## src/design/ale_pkg.sv

```systemverilog
// ----------------------------------------------------------------------------
// ale_pkg: array list engine package
// Shared types, operation and status codes, and default sizes.
// ----------------------------------------------------------------------------
package ale_pkg;

  localparam int unsigned CAPACITY_DEF   = 64;
  localparam int unsigned DATA_WIDTH_DEF = 32;

  localparam int unsigned KIND_W   = 3;
  localparam int unsigned WORD_W   = 32;
  localparam int unsigned STATUS_W = 2;
  localparam int unsigned COUNT_W  = 7;
  localparam int unsigned POS_W    = 6;

  typedef enum logic [KIND_W-1:0] {
    K_INS_TAIL   = 3'd0,
    K_INS_HEAD   = 3'd1,
    K_INS_AFTER  = 3'd2,
    K_INS_BEFORE = 3'd3,
    K_DEL_TAIL   = 3'd4,
    K_DEL_HEAD   = 3'd5,
    K_DEL_VALUE  = 3'd6,
    K_DUMP       = 3'd7
  } kind_e;

  typedef enum logic [STATUS_W-1:0] {
    STAT_OK    = 2'd0,
    STAT_FULL  = 2'd1,
    STAT_EMPTY = 2'd2,
    STAT_NOKEY = 2'd3
  } status_e;

  typedef enum logic [2:0] {
    S_IDLE,
    S_SEARCH,
    S_SHIFT_UP,
    S_PUT,
    S_SHIFT_DN,
    S_DUMP,
    S_EMIT
  } state_e;

endpackage

```

## src/design/array_list_engine_unit.sv

```systemverilog
// ----------------------------------------------------------------------------
// array_list_engine_unit: ordered list engine
// Keeps an ordered list of words in a RAM and runs insert, delete, search and
// dump one element per cycle under a small sequencer, dump only when unstalled.
// ----------------------------------------------------------------------------
//  Channel  Direction  Handshake                 Payload
//  in       input      in_valid_i / in_stall_o   kind_i, value_i, key_i
//  out      output     out_valid_o / out_stall_i status_o, count_o, position_o,
//                                                data_o, last_o
//
//  After acceptance the block is busy until its result is emitted. A keyed insert
//  or a delete by value first searches for the key and then shifts the elements
//  behind its position; search and shift together pass over the list once. A
//  dump gives one result per cycle while the output is not stalled.
//  No clearing pass follows reset; the list is empty once reset is released.
//  A stalled output holds the sequencer only when it has a new result to load.
// ----------------------------------------------------------------------------
module array_list_engine_unit #(
  parameter int unsigned CAPACITY   = ale_pkg::CAPACITY_DEF,
  parameter int unsigned DATA_WIDTH = ale_pkg::DATA_WIDTH_DEF
) (
  input  logic                                clk_i,
  input  logic                                rst_ni,
  input  logic                                in_valid_i,
  output logic                                in_stall_o,
  input  logic [ale_pkg::KIND_W-1:0]          kind_i,
  input  logic signed [ale_pkg::WORD_W-1:0]   value_i,
  input  logic signed [ale_pkg::WORD_W-1:0]   key_i,
  output logic                                out_valid_o,
  input  logic                                out_stall_i,
  output logic [ale_pkg::STATUS_W-1:0]        status_o,
  output logic [ale_pkg::COUNT_W-1:0]         count_o,
  output logic [ale_pkg::POS_W-1:0]           position_o,
  output logic signed [ale_pkg::WORD_W-1:0]   data_o,
  output logic                                last_o
);

  localparam int unsigned AW = $clog2(CAPACITY);
  localparam int unsigned CW = $clog2(CAPACITY + 1);

  ale_pkg::state_e  state_q, state_d;
  ale_pkg::kind_e   kind_q, kind_d, in_kind;
  ale_pkg::status_e stat_q, stat_d;

  logic [DATA_WIDTH-1:0] target_q, target_d;
  logic [DATA_WIDTH-1:0] val_q, val_d;
  logic [CW-1:0]         count_q, count_d;
  logic [CW-1:0]         ptr_q, ptr_d;
  logic [CW-1:0]         mv_q, mv_d;
  logic [AW-1:0]         pos_q, pos_d;
  logic [AW-1:0]         wa_q, wa_d;
  logic                  wr_pend_q, wr_pend_d;
  logic                  chk_q, chk_d;

  logic                  ram_we;
  logic [AW-1:0]         ram_waddr;
  logic [DATA_WIDTH-1:0] ram_wdata;
  logic                  ram_re;
  logic [AW-1:0]         ram_raddr;
  logic [DATA_WIDTH-1:0] ram_rdata;

  logic                  in_acc;
  logic                  out_free;
  logic                  is_full;
  logic                  is_empty;
  logic [CW-1:0]         sp;

  logic                  ld;
  ale_pkg::status_e      ld_status;
  logic [AW-1:0]         ld_pos;
  logic [DATA_WIDTH-1:0] ld_data;
  logic                  ld_last;

  logic                  out_valid_q;
  ale_pkg::status_e      o_status_q;
  logic [CW-1:0]         o_count_q;
  logic [AW-1:0]         o_pos_q;
  logic [DATA_WIDTH-1:0] o_data_q;
  logic                  o_last_q;

  ale_ram #(
    .WIDTH (DATA_WIDTH),
    .DEPTH (CAPACITY)
  ) u_ram (
    .clk_i   (clk_i),
    .we_i    (ram_we),
    .waddr_i (ram_waddr),
    .wdata_i (ram_wdata),
    .re_i    (ram_re),
    .raddr_i (ram_raddr),
    .rdata_o (ram_rdata)
  );

  assign in_stall_o = (state_q != ale_pkg::S_IDLE);
  assign in_acc     = in_valid_i && !in_stall_o;
  assign out_free   = !out_valid_q || !out_stall_i;
  assign is_full    = (count_q == CW'(CAPACITY));
  assign is_empty   = (count_q == '0);
  assign in_kind    = ale_pkg::kind_e'(kind_i);

  always_ff @(posedge clk_i or negedge rst_ni) begin
    if (!rst_ni) begin
      state_q     <= ale_pkg::S_IDLE;
      count_q     <= '0;
      wr_pend_q   <= 1'b0;
      chk_q       <= 1'b0;
      out_valid_q <= 1'b0;
    end else begin
      state_q     <= state_d;
      count_q     <= count_d;
      wr_pend_q   <= wr_pend_d;
      chk_q       <= chk_d;
      out_valid_q <= ld || (out_valid_q && out_stall_i);
    end
  end

  always_ff @(posedge clk_i) begin
    kind_q   <= kind_d;
    stat_q   <= stat_d;
    target_q <= target_d;
    val_q    <= val_d;
    ptr_q    <= ptr_d;
    mv_q     <= mv_d;
    pos_q    <= pos_d;
    wa_q     <= wa_d;
    if (ld) begin
      o_status_q <= ld_status;
      o_count_q  <= count_d;
      o_pos_q    <= ld_pos;
      o_data_q   <= ld_data;
      o_last_q   <= ld_last;
    end
  end

  always_comb begin
    state_d   = state_q;
    kind_d    = kind_q;
    stat_d    = stat_q;
    target_d  = target_q;
    val_d     = val_q;
    count_d   = count_q;
    ptr_d     = ptr_q;
    mv_d      = mv_q;
    pos_d     = pos_q;
    wa_d      = wa_q;
    wr_pend_d = wr_pend_q;
    chk_d     = chk_q;
    sp        = '0;
    ram_we    = 1'b0;
    ram_waddr = wa_q;
    ram_wdata = ram_rdata;
    ram_re    = 1'b0;
    ram_raddr = ptr_q[AW-1:0];
    ld        = 1'b0;
    ld_status = stat_q;
    ld_pos    = pos_q;
    ld_data   = '0;
    ld_last   = 1'b1;

    case (state_q)
      ale_pkg::S_IDLE: begin
        if (in_acc) begin
          kind_d    = in_kind;
          val_d     = DATA_WIDTH'($unsigned(value_i));
          target_d  = DATA_WIDTH'($unsigned(key_i));
          wr_pend_d = 1'b0;
          chk_d     = 1'b0;
          stat_d    = ale_pkg::STAT_OK;
          pos_d     = '0;
          ptr_d     = '0;
          case (in_kind)
            ale_pkg::K_INS_TAIL, ale_pkg::K_INS_HEAD: begin
              if (is_full) begin
                stat_d  = ale_pkg::STAT_FULL;
                state_d = ale_pkg::S_EMIT;
              end else begin
                sp      = (in_kind == ale_pkg::K_INS_TAIL) ? count_q : '0;
                ptr_d   = count_q - CW'(1);
                mv_d    = count_q - sp;
                pos_d   = sp[AW-1:0];
                state_d = ale_pkg::S_SHIFT_UP;
              end
            end
            ale_pkg::K_INS_AFTER, ale_pkg::K_INS_BEFORE: begin
              if (is_full) begin
                stat_d  = ale_pkg::STAT_FULL;
                state_d = ale_pkg::S_EMIT;
              end else if (is_empty) begin
                stat_d  = ale_pkg::STAT_NOKEY;
                state_d = ale_pkg::S_EMIT;
              end else begin
                state_d = ale_pkg::S_SEARCH;
              end
            end
            ale_pkg::K_DEL_TAIL, ale_pkg::K_DEL_HEAD: begin
              if (is_empty) begin
                stat_d  = ale_pkg::STAT_EMPTY;
                state_d = ale_pkg::S_EMIT;
              end else begin
                sp      = (in_kind == ale_pkg::K_DEL_TAIL) ? (count_q - CW'(1)) : '0;
                ptr_d   = sp + CW'(1);
                mv_d    = count_q - CW'(1) - sp;
                pos_d   = sp[AW-1:0];
                state_d = ale_pkg::S_SHIFT_DN;
              end
            end
            ale_pkg::K_DEL_VALUE: begin
              target_d = DATA_WIDTH'($unsigned(value_i));
              if (is_empty) begin
                stat_d  = ale_pkg::STAT_EMPTY;
                state_d = ale_pkg::S_EMIT;
              end else begin
                state_d = ale_pkg::S_SEARCH;
              end
            end
            default: begin
              if (is_empty) begin
                stat_d  = ale_pkg::STAT_EMPTY;
                state_d = ale_pkg::S_EMIT;
              end else begin
                ram_re    = 1'b1;
                ram_raddr = '0;
                state_d   = ale_pkg::S_DUMP;
              end
            end
          endcase
        end
      end

      ale_pkg::S_SEARCH: begin
        if (chk_q && (ram_rdata == target_q)) begin
          chk_d = 1'b0;
          if (kind_q == ale_pkg::K_INS_AFTER) begin
            sp = ptr_q;
          end else begin
            sp = ptr_q - CW'(1);
          end
          pos_d = sp[AW-1:0];
          if (kind_q == ale_pkg::K_DEL_VALUE) begin
            ptr_d   = sp + CW'(1);
            mv_d    = count_q - CW'(1) - sp;
            state_d = ale_pkg::S_SHIFT_DN;
          end else begin
            ptr_d   = count_q - CW'(1);
            mv_d    = count_q - sp;
            state_d = ale_pkg::S_SHIFT_UP;
          end
        end else if (ptr_q == count_q) begin
          chk_d   = 1'b0;
          stat_d  = ale_pkg::STAT_NOKEY;
          pos_d   = '0;
          state_d = ale_pkg::S_EMIT;
        end else begin
          ram_re = 1'b1;
          ptr_d  = ptr_q + CW'(1);
          chk_d  = 1'b1;
        end
      end

      ale_pkg::S_SHIFT_UP: begin
        ram_we = wr_pend_q;
        if (mv_q == '0) begin
          wr_pend_d = 1'b0;
          state_d   = ale_pkg::S_PUT;
        end else begin
          ram_re    = 1'b1;
          wa_d      = ptr_q[AW-1:0] + AW'(1);
          ptr_d     = ptr_q - CW'(1);
          mv_d      = mv_q - CW'(1);
          wr_pend_d = 1'b1;
        end
      end

      ale_pkg::S_PUT: begin
        ram_we    = 1'b1;
        ram_waddr = pos_q;
        ram_wdata = val_q;
        count_d   = count_q + CW'(1);
        stat_d    = ale_pkg::STAT_OK;
        state_d   = ale_pkg::S_EMIT;
      end

      ale_pkg::S_SHIFT_DN: begin
        ram_we = wr_pend_q;
        if (mv_q == '0) begin
          wr_pend_d = 1'b0;
          count_d   = count_q - CW'(1);
          stat_d    = ale_pkg::STAT_OK;
          state_d   = ale_pkg::S_EMIT;
        end else begin
          ram_re    = 1'b1;
          wa_d      = ptr_q[AW-1:0] - AW'(1);
          ptr_d     = ptr_q + CW'(1);
          mv_d      = mv_q - CW'(1);
          wr_pend_d = 1'b1;
        end
      end

      ale_pkg::S_DUMP: begin
        if (out_free) begin
          ld        = 1'b1;
          ld_status = ale_pkg::STAT_OK;
          ld_pos    = ptr_q[AW-1:0];
          ld_data   = ram_rdata;
          ld_last   = (ptr_q == count_q - CW'(1));
          if (ld_last) begin
            state_d = ale_pkg::S_IDLE;
          end else begin
            ram_re    = 1'b1;
            ram_raddr = ptr_q[AW-1:0] + AW'(1);
            ptr_d     = ptr_q + CW'(1);
          end
        end
      end

      ale_pkg::S_EMIT: begin
        if (out_free) begin
          ld      = 1'b1;
          state_d = ale_pkg::S_IDLE;
        end
      end

      default: begin
        state_d = ale_pkg::S_IDLE;
      end
    endcase
  end

  assign out_valid_o = out_valid_q;
  assign status_o    = o_status_q;
  assign count_o     = ale_pkg::COUNT_W'(o_count_q);
  assign position_o  = ale_pkg::POS_W'(o_pos_q);
  assign data_o      = ale_pkg::WORD_W'(o_data_q);
  assign last_o      = o_last_q;

  a_count_bound: assert property (@(posedge clk_i) disable iff (!rst_ni)
    count_q <= CW'(CAPACITY))
    else $error("element count exceeds capacity");

  a_idle_no_write: assert property (@(posedge clk_i) disable iff (!rst_ni)
    (state_q == ale_pkg::S_IDLE) |-> !ram_we)
    else $error("RAM written while idle");

  a_last_ends: assert property (@(posedge clk_i) disable iff (!rst_ni)
    (ld && ld_last) |=> (state_q == ale_pkg::S_IDLE))
    else $error("sequencer busy after final result");

  a_put_grows: assert property (@(posedge clk_i) disable iff (!rst_ni)
    (state_q == ale_pkg::S_PUT) |=> (count_q == $past(count_q) + CW'(1)))
    else $error("insert did not grow the list");

  a_check_ptr: assert property (@(posedge clk_i) disable iff (!rst_ni)
    (state_q == ale_pkg::S_SEARCH && chk_q) |-> (ptr_q != '0))
    else $error("search compare without a preceding read");

endmodule

```

## src/design/ale_ram.sv

```systemverilog
// ----------------------------------------------------------------------------
// ale_ram: generic simple dual-port RAM
// One write port and one read port with a registered read.
// ----------------------------------------------------------------------------
module ale_ram #(
  parameter int unsigned WIDTH = 32,
  parameter int unsigned DEPTH = 64,
  localparam int unsigned AW   = (DEPTH > 1) ? $clog2(DEPTH) : 1
) (
  input  logic             clk_i,
  input  logic             we_i,
  input  logic [AW-1:0]    waddr_i,
  input  logic [WIDTH-1:0] wdata_i,
  input  logic             re_i,
  input  logic [AW-1:0]    raddr_i,
  output logic [WIDTH-1:0] rdata_o
);

  logic [WIDTH-1:0] mem_q [DEPTH];
  logic [WIDTH-1:0] rdata_q;

  always_ff @(posedge clk_i) begin
    if (we_i) begin
      mem_q[waddr_i] <= wdata_i;
    end
    if (re_i) begin
      rdata_q <= mem_q[raddr_i];
    end
  end

  assign rdata_o = rdata_q;

endmodule
```

## config.mk

```make
export PLATFORM = sky130hd
export DESIGN_NAME = array_list_engine_unit
export DESIGN_NICKNAME = d
export VERILOG_FILES = /design/src/design/ale_pkg.sv /design/src/design/array_list_engine_unit.sv /design/src/design/ale_ram.sv
export SDC_FILE = /design/constraint.sdc
export NUM_CORES = 2
export LEC_CHECK = 0
export BUFFER_PORTS_ARGS = -buffer_cell sky130_fd_sc_hd__buf_4
export CAP_MARGIN = 40
export CORE_UTILIZATION = 40
export DETAILED_ROUTE_END_ITERATION = 7
export PLACE_DENSITY = 0.54
export REMOVE_ABC_BUFFERS = 1
export SLEW_MARGIN = 20
export SYNTH_ARGS = -nofsm -noshare
export SYNTH_HDL_FRONTEND = slang
export SYNTH_SLANG_ARGS = --single-unit
```

## constraint.sdc

```tcl
create_clock -name clk_i -period 4.69 [get_ports clk_i]
set_input_delay 0.469 -clock clk_i [delete_from_list [all_inputs] [get_ports clk_i]]
set_output_delay 0.469 -clock clk_i [all_outputs]
set_load 0.05 [all_outputs]
```

==> flow_summary.yaml <==
synth:
  synth_warnings: 0
  yosysUniqueCellTypes: 86
  synth_edf_count: 2223
  ys_ff_latch: 2236
  yosysSeqAreaShare_pct: 73.82
  postSynthCellCount: 6367
  netlist_area_sq_um: 90870
  synth_ff_type: "edfxtp_1"
  avgSynthCellArea_sq_um: 14.27
  ys_async_sr_fraction_pct: 0.5814
timing:
  skew_ns: 0.04612
  fmax_ghz: 0.2182
  worst_slew_pin_slew_ns: 0.9599
  hold_viol: 0
  setup-violations-final: 0
  drv_slew: 0
  rsz0062_at_grt: "no"
  maxSlewHeadroom_pct: 35.58
  finalCriticalPeriod_ns: 4.583
  fin_crit_sh_pct: 97.73
pwr:
  ir_drop_mv: 0.5213
  pwr-share-comb_pct: 43.1
  p_per_area_nw_per_um2: 751.7
  swShare_pct: 40.51
  leakage_nw: 36.70
  p_int_mw: 47.68
  switching_power_mw: 32.47
  p_seq_share_pct: 35.3
  power_frac_clock_pct: 21.6
routing:
  drc: 0
  first_pass_iters: 8
  num_vias: 57830
  drt.antenna.violating_nets: 0
  drt-total-wl_mm: 294.9
  drt_iter0_drc: 7281
  avgRoutedWirePerCell_um: 29.51
  via_per_inst: 5.787
placement:
  dp_hpwl_mm: 179.2
  portBuffers: 120
  gp_congestion: 0.9161
  placed_cell_area_sq_um: 98810
die:
  die_w_um: 478.6
  initial_core_util_pct: 40.33
  rows: 174
  dieArea_sq_um: 229100
  core_region_area_sq_um: 225300
  boundaryPins: 121
  die_h_um: 478.6
global_routing:
  grt_pass1_vias: 55500
  grt_antenna_before_repair: 13
  grt_max_degree: 73
  grt_pass1_wl_mm: 416.0
  grt_usage_pct: 25.37
  grt_overflow: 0
worst_setup_path:
  end_kind: "register"
  required_ns: 5.30
  crit_path_max_fanout: 27
  path_class: "register to register"
  critPathLaunchType: "register"
  cp.arrival_ns: 5.20
clock_tree:
  cts-root-buf: "clkbuf_16"
  htree_levels: 4
  cts_buffers: 228
  clkLatencyLatePin_ns: 0.89
  clk_pin_slew_worst_paths_ns: 0.06
  cts_tree: "built"
  cts.sinks: 2236
  clockBufferDepth: 3
run:
  cap_violations: 0
worst_hold_path:
  holdCritPathClass: "input pin to register"
layout:
  drive_gt1_share_pct: 15.16
  final_util_pct: 47.32
  design_area_sq_um: 106600
  area.growth.synth_to_final_pct: 17.33
  fin_nets: 6900
status:
  status: "completed"
[layout by cell type (no fill, tap or decap), types with 38 or more instances in the layout]
cell / n
nand2_1: 1289
a32oi_1: 79
a221oi_1: 50
a22oi_1: 108
mux2i_1: 431
a21oi_1: 217
mux2_2: 38
nor2_4: 71
buf_4: 453
dlygate4sd3_1: 70
clkinv_2: 38
clkbuf_1: 54
o22ai_1: 56
nand3_1: 453
o21ai_0: 65
nor2_1: 75
clkinv_1: 62
xor2_1: 61
clkbuf_16: 229
buf_12: 93
a31oi_1: 128
edfxtp_1: 2223
[power groups by stage]
stage | clock network [mW] | registers [mW] | logic [mW]
4_1_cts | 17.5 | 28.3 | 34.1
6_report | 17.3 | 28.3 | 34.5
3_5_place_dp | 0 | 28.7 | 34.0
3_3_place_gp | 0 | 28.7 | 33.6
5_1_grt | 18.3 | 28.4 | 36.4
2_1_floorplan | 0 | 29.1 | 13.3
[cells by family after synthesis]
family	synth area share, %
buf+inv	2.195
fa+ha+maj	0.2561
compound gates	7.510
flops	73.82
xor+xnor	0.9693
simple gates	10.01
other cells	0.004127
mux	5.234
[final cells by class]
cell class / count / area, sq um
Fill cell: 19530 / 118700
Clock inverter: 129 / 1041
Timing Repair Buffer: 624 / 6077
Clock buffer: 283 / 5933
Tap cell: 2992 / 3744
Antenna cell: 9 / 22.52
Sequential cell: 2236 / 67080
Multi-Input combinational cell: 3684 / 22580
Inverter: 37 / 138.9
[per-stage QoR]
stage / worst slack (ns) / hold slack (ns) / TNS [ns] / power, mW / std cells
floorplan: -19.52 / 0.1734 / -731.07 / 42.38 / 5957
global placement: -0.07817 / 0.3411 / -0.07817 / 62.34 / 9493
detailed placement: 0.1554 / 0.3443 / 0 / 62.70 / 9500
CTS: 0.1128 / 0.05052 / 0 / 79.98 / 9982
global route: 0.04180 / 0.08460 / 0 / 83.09 / 9988
finish: 0.1066 / 0.1179 / 0 / 80.15 / 9994
[final timing paths]
kind,from,endpoint,slack (ns),cells after the start
max reg2reg,state_q[0],u_ram.rdata_o[27],0.11,14
max in group asynchronous,rst_ni,count_q[4],3.47,3
max,state_q[0],u_ram.rdata_o[27],0.11,14
min in group asynchronous,rst_ni,state_q[1],0.75,3
min reg2reg,wr_pend_q,wr_pend_q,0.50,2
min,kind_i[0],kind_q[0],0.12,2
[layer usage]
| metal | GRT usage [%] | share of wire, % |
|---|---|---|
| met2 | 39.58 | 45 |
| met4 | 9.412 | 3.9 |
| met1 | 35.34 | 42 |
| met3 | 4.707 | 8.6 |
| met5 | 0 | 0.0037 |
[critical path: stages, from the launching register on]
cell and delay [ns]:
dfrtp_1 0.39, nor2_2 0.19, nand3_1 0.17, inv_2 0.10
nand4_1 0.34, nor2_1 0.40, a2bb2oi_2 0.33, and3_4 0.53
buf_12 0.24, buf_12 0.22, buf_4 0.19, mux2i_1 0.20
a221oi_1 0.12, o31ai_2 0.71, o2bb2ai_1 0.14
[cell usage after synthesis (57+ instances only)]
cell | count | area (sq um)
o21ai_0 | 67 | 335.3
xor2_1 | 61 | 534.3
edfxtp_1 | 2223 | 66750
a22oi_1 | 108 | 810.8
buf_2 | 169 | 845.8
mux2i_1 | 431 | 4314
o22ai_1 | 57 | 356.6
a31oi_1 | 129 | 807.0
nand3_1 | 456 | 2282
a32oi_1 | 79 | 691.9
a21oi_1 | 218 | 1091
nand2_1 | 1323 | 4966
clkbuf_1 | 177 | 664.4
nor2_1 | 145 | 544.3
[state kept, by name, summed over array words and instances, names as in the netlist]
signal / count
u_ram.mem_q: 2048
data_o: 32
target_q: 32
u_ram.rdata_o: 32
val_q: 32
count_o: 7
count_q: 7
mv_q: 7
ptr_q: 7
pos_q: 6
position_o: 6
wa_q: 6
kind_q: 3
state_q: 3
stat_q: 2
status_o: 2
chk_q: 1
last_o: 1
out_valid_o: 1
wr_pend_q: 1
[timing repair]
action | 4_1_cts | 5_1_grt
hold buffers | 70 | 0
setup endpoints to repair | 0 | 9
setup buffers | 0 | 0
endpoints found under the hold margin | 81 | 0
resized for setup | 0 | 9
No activity file was read; power rests on OpenSTA's default activity.
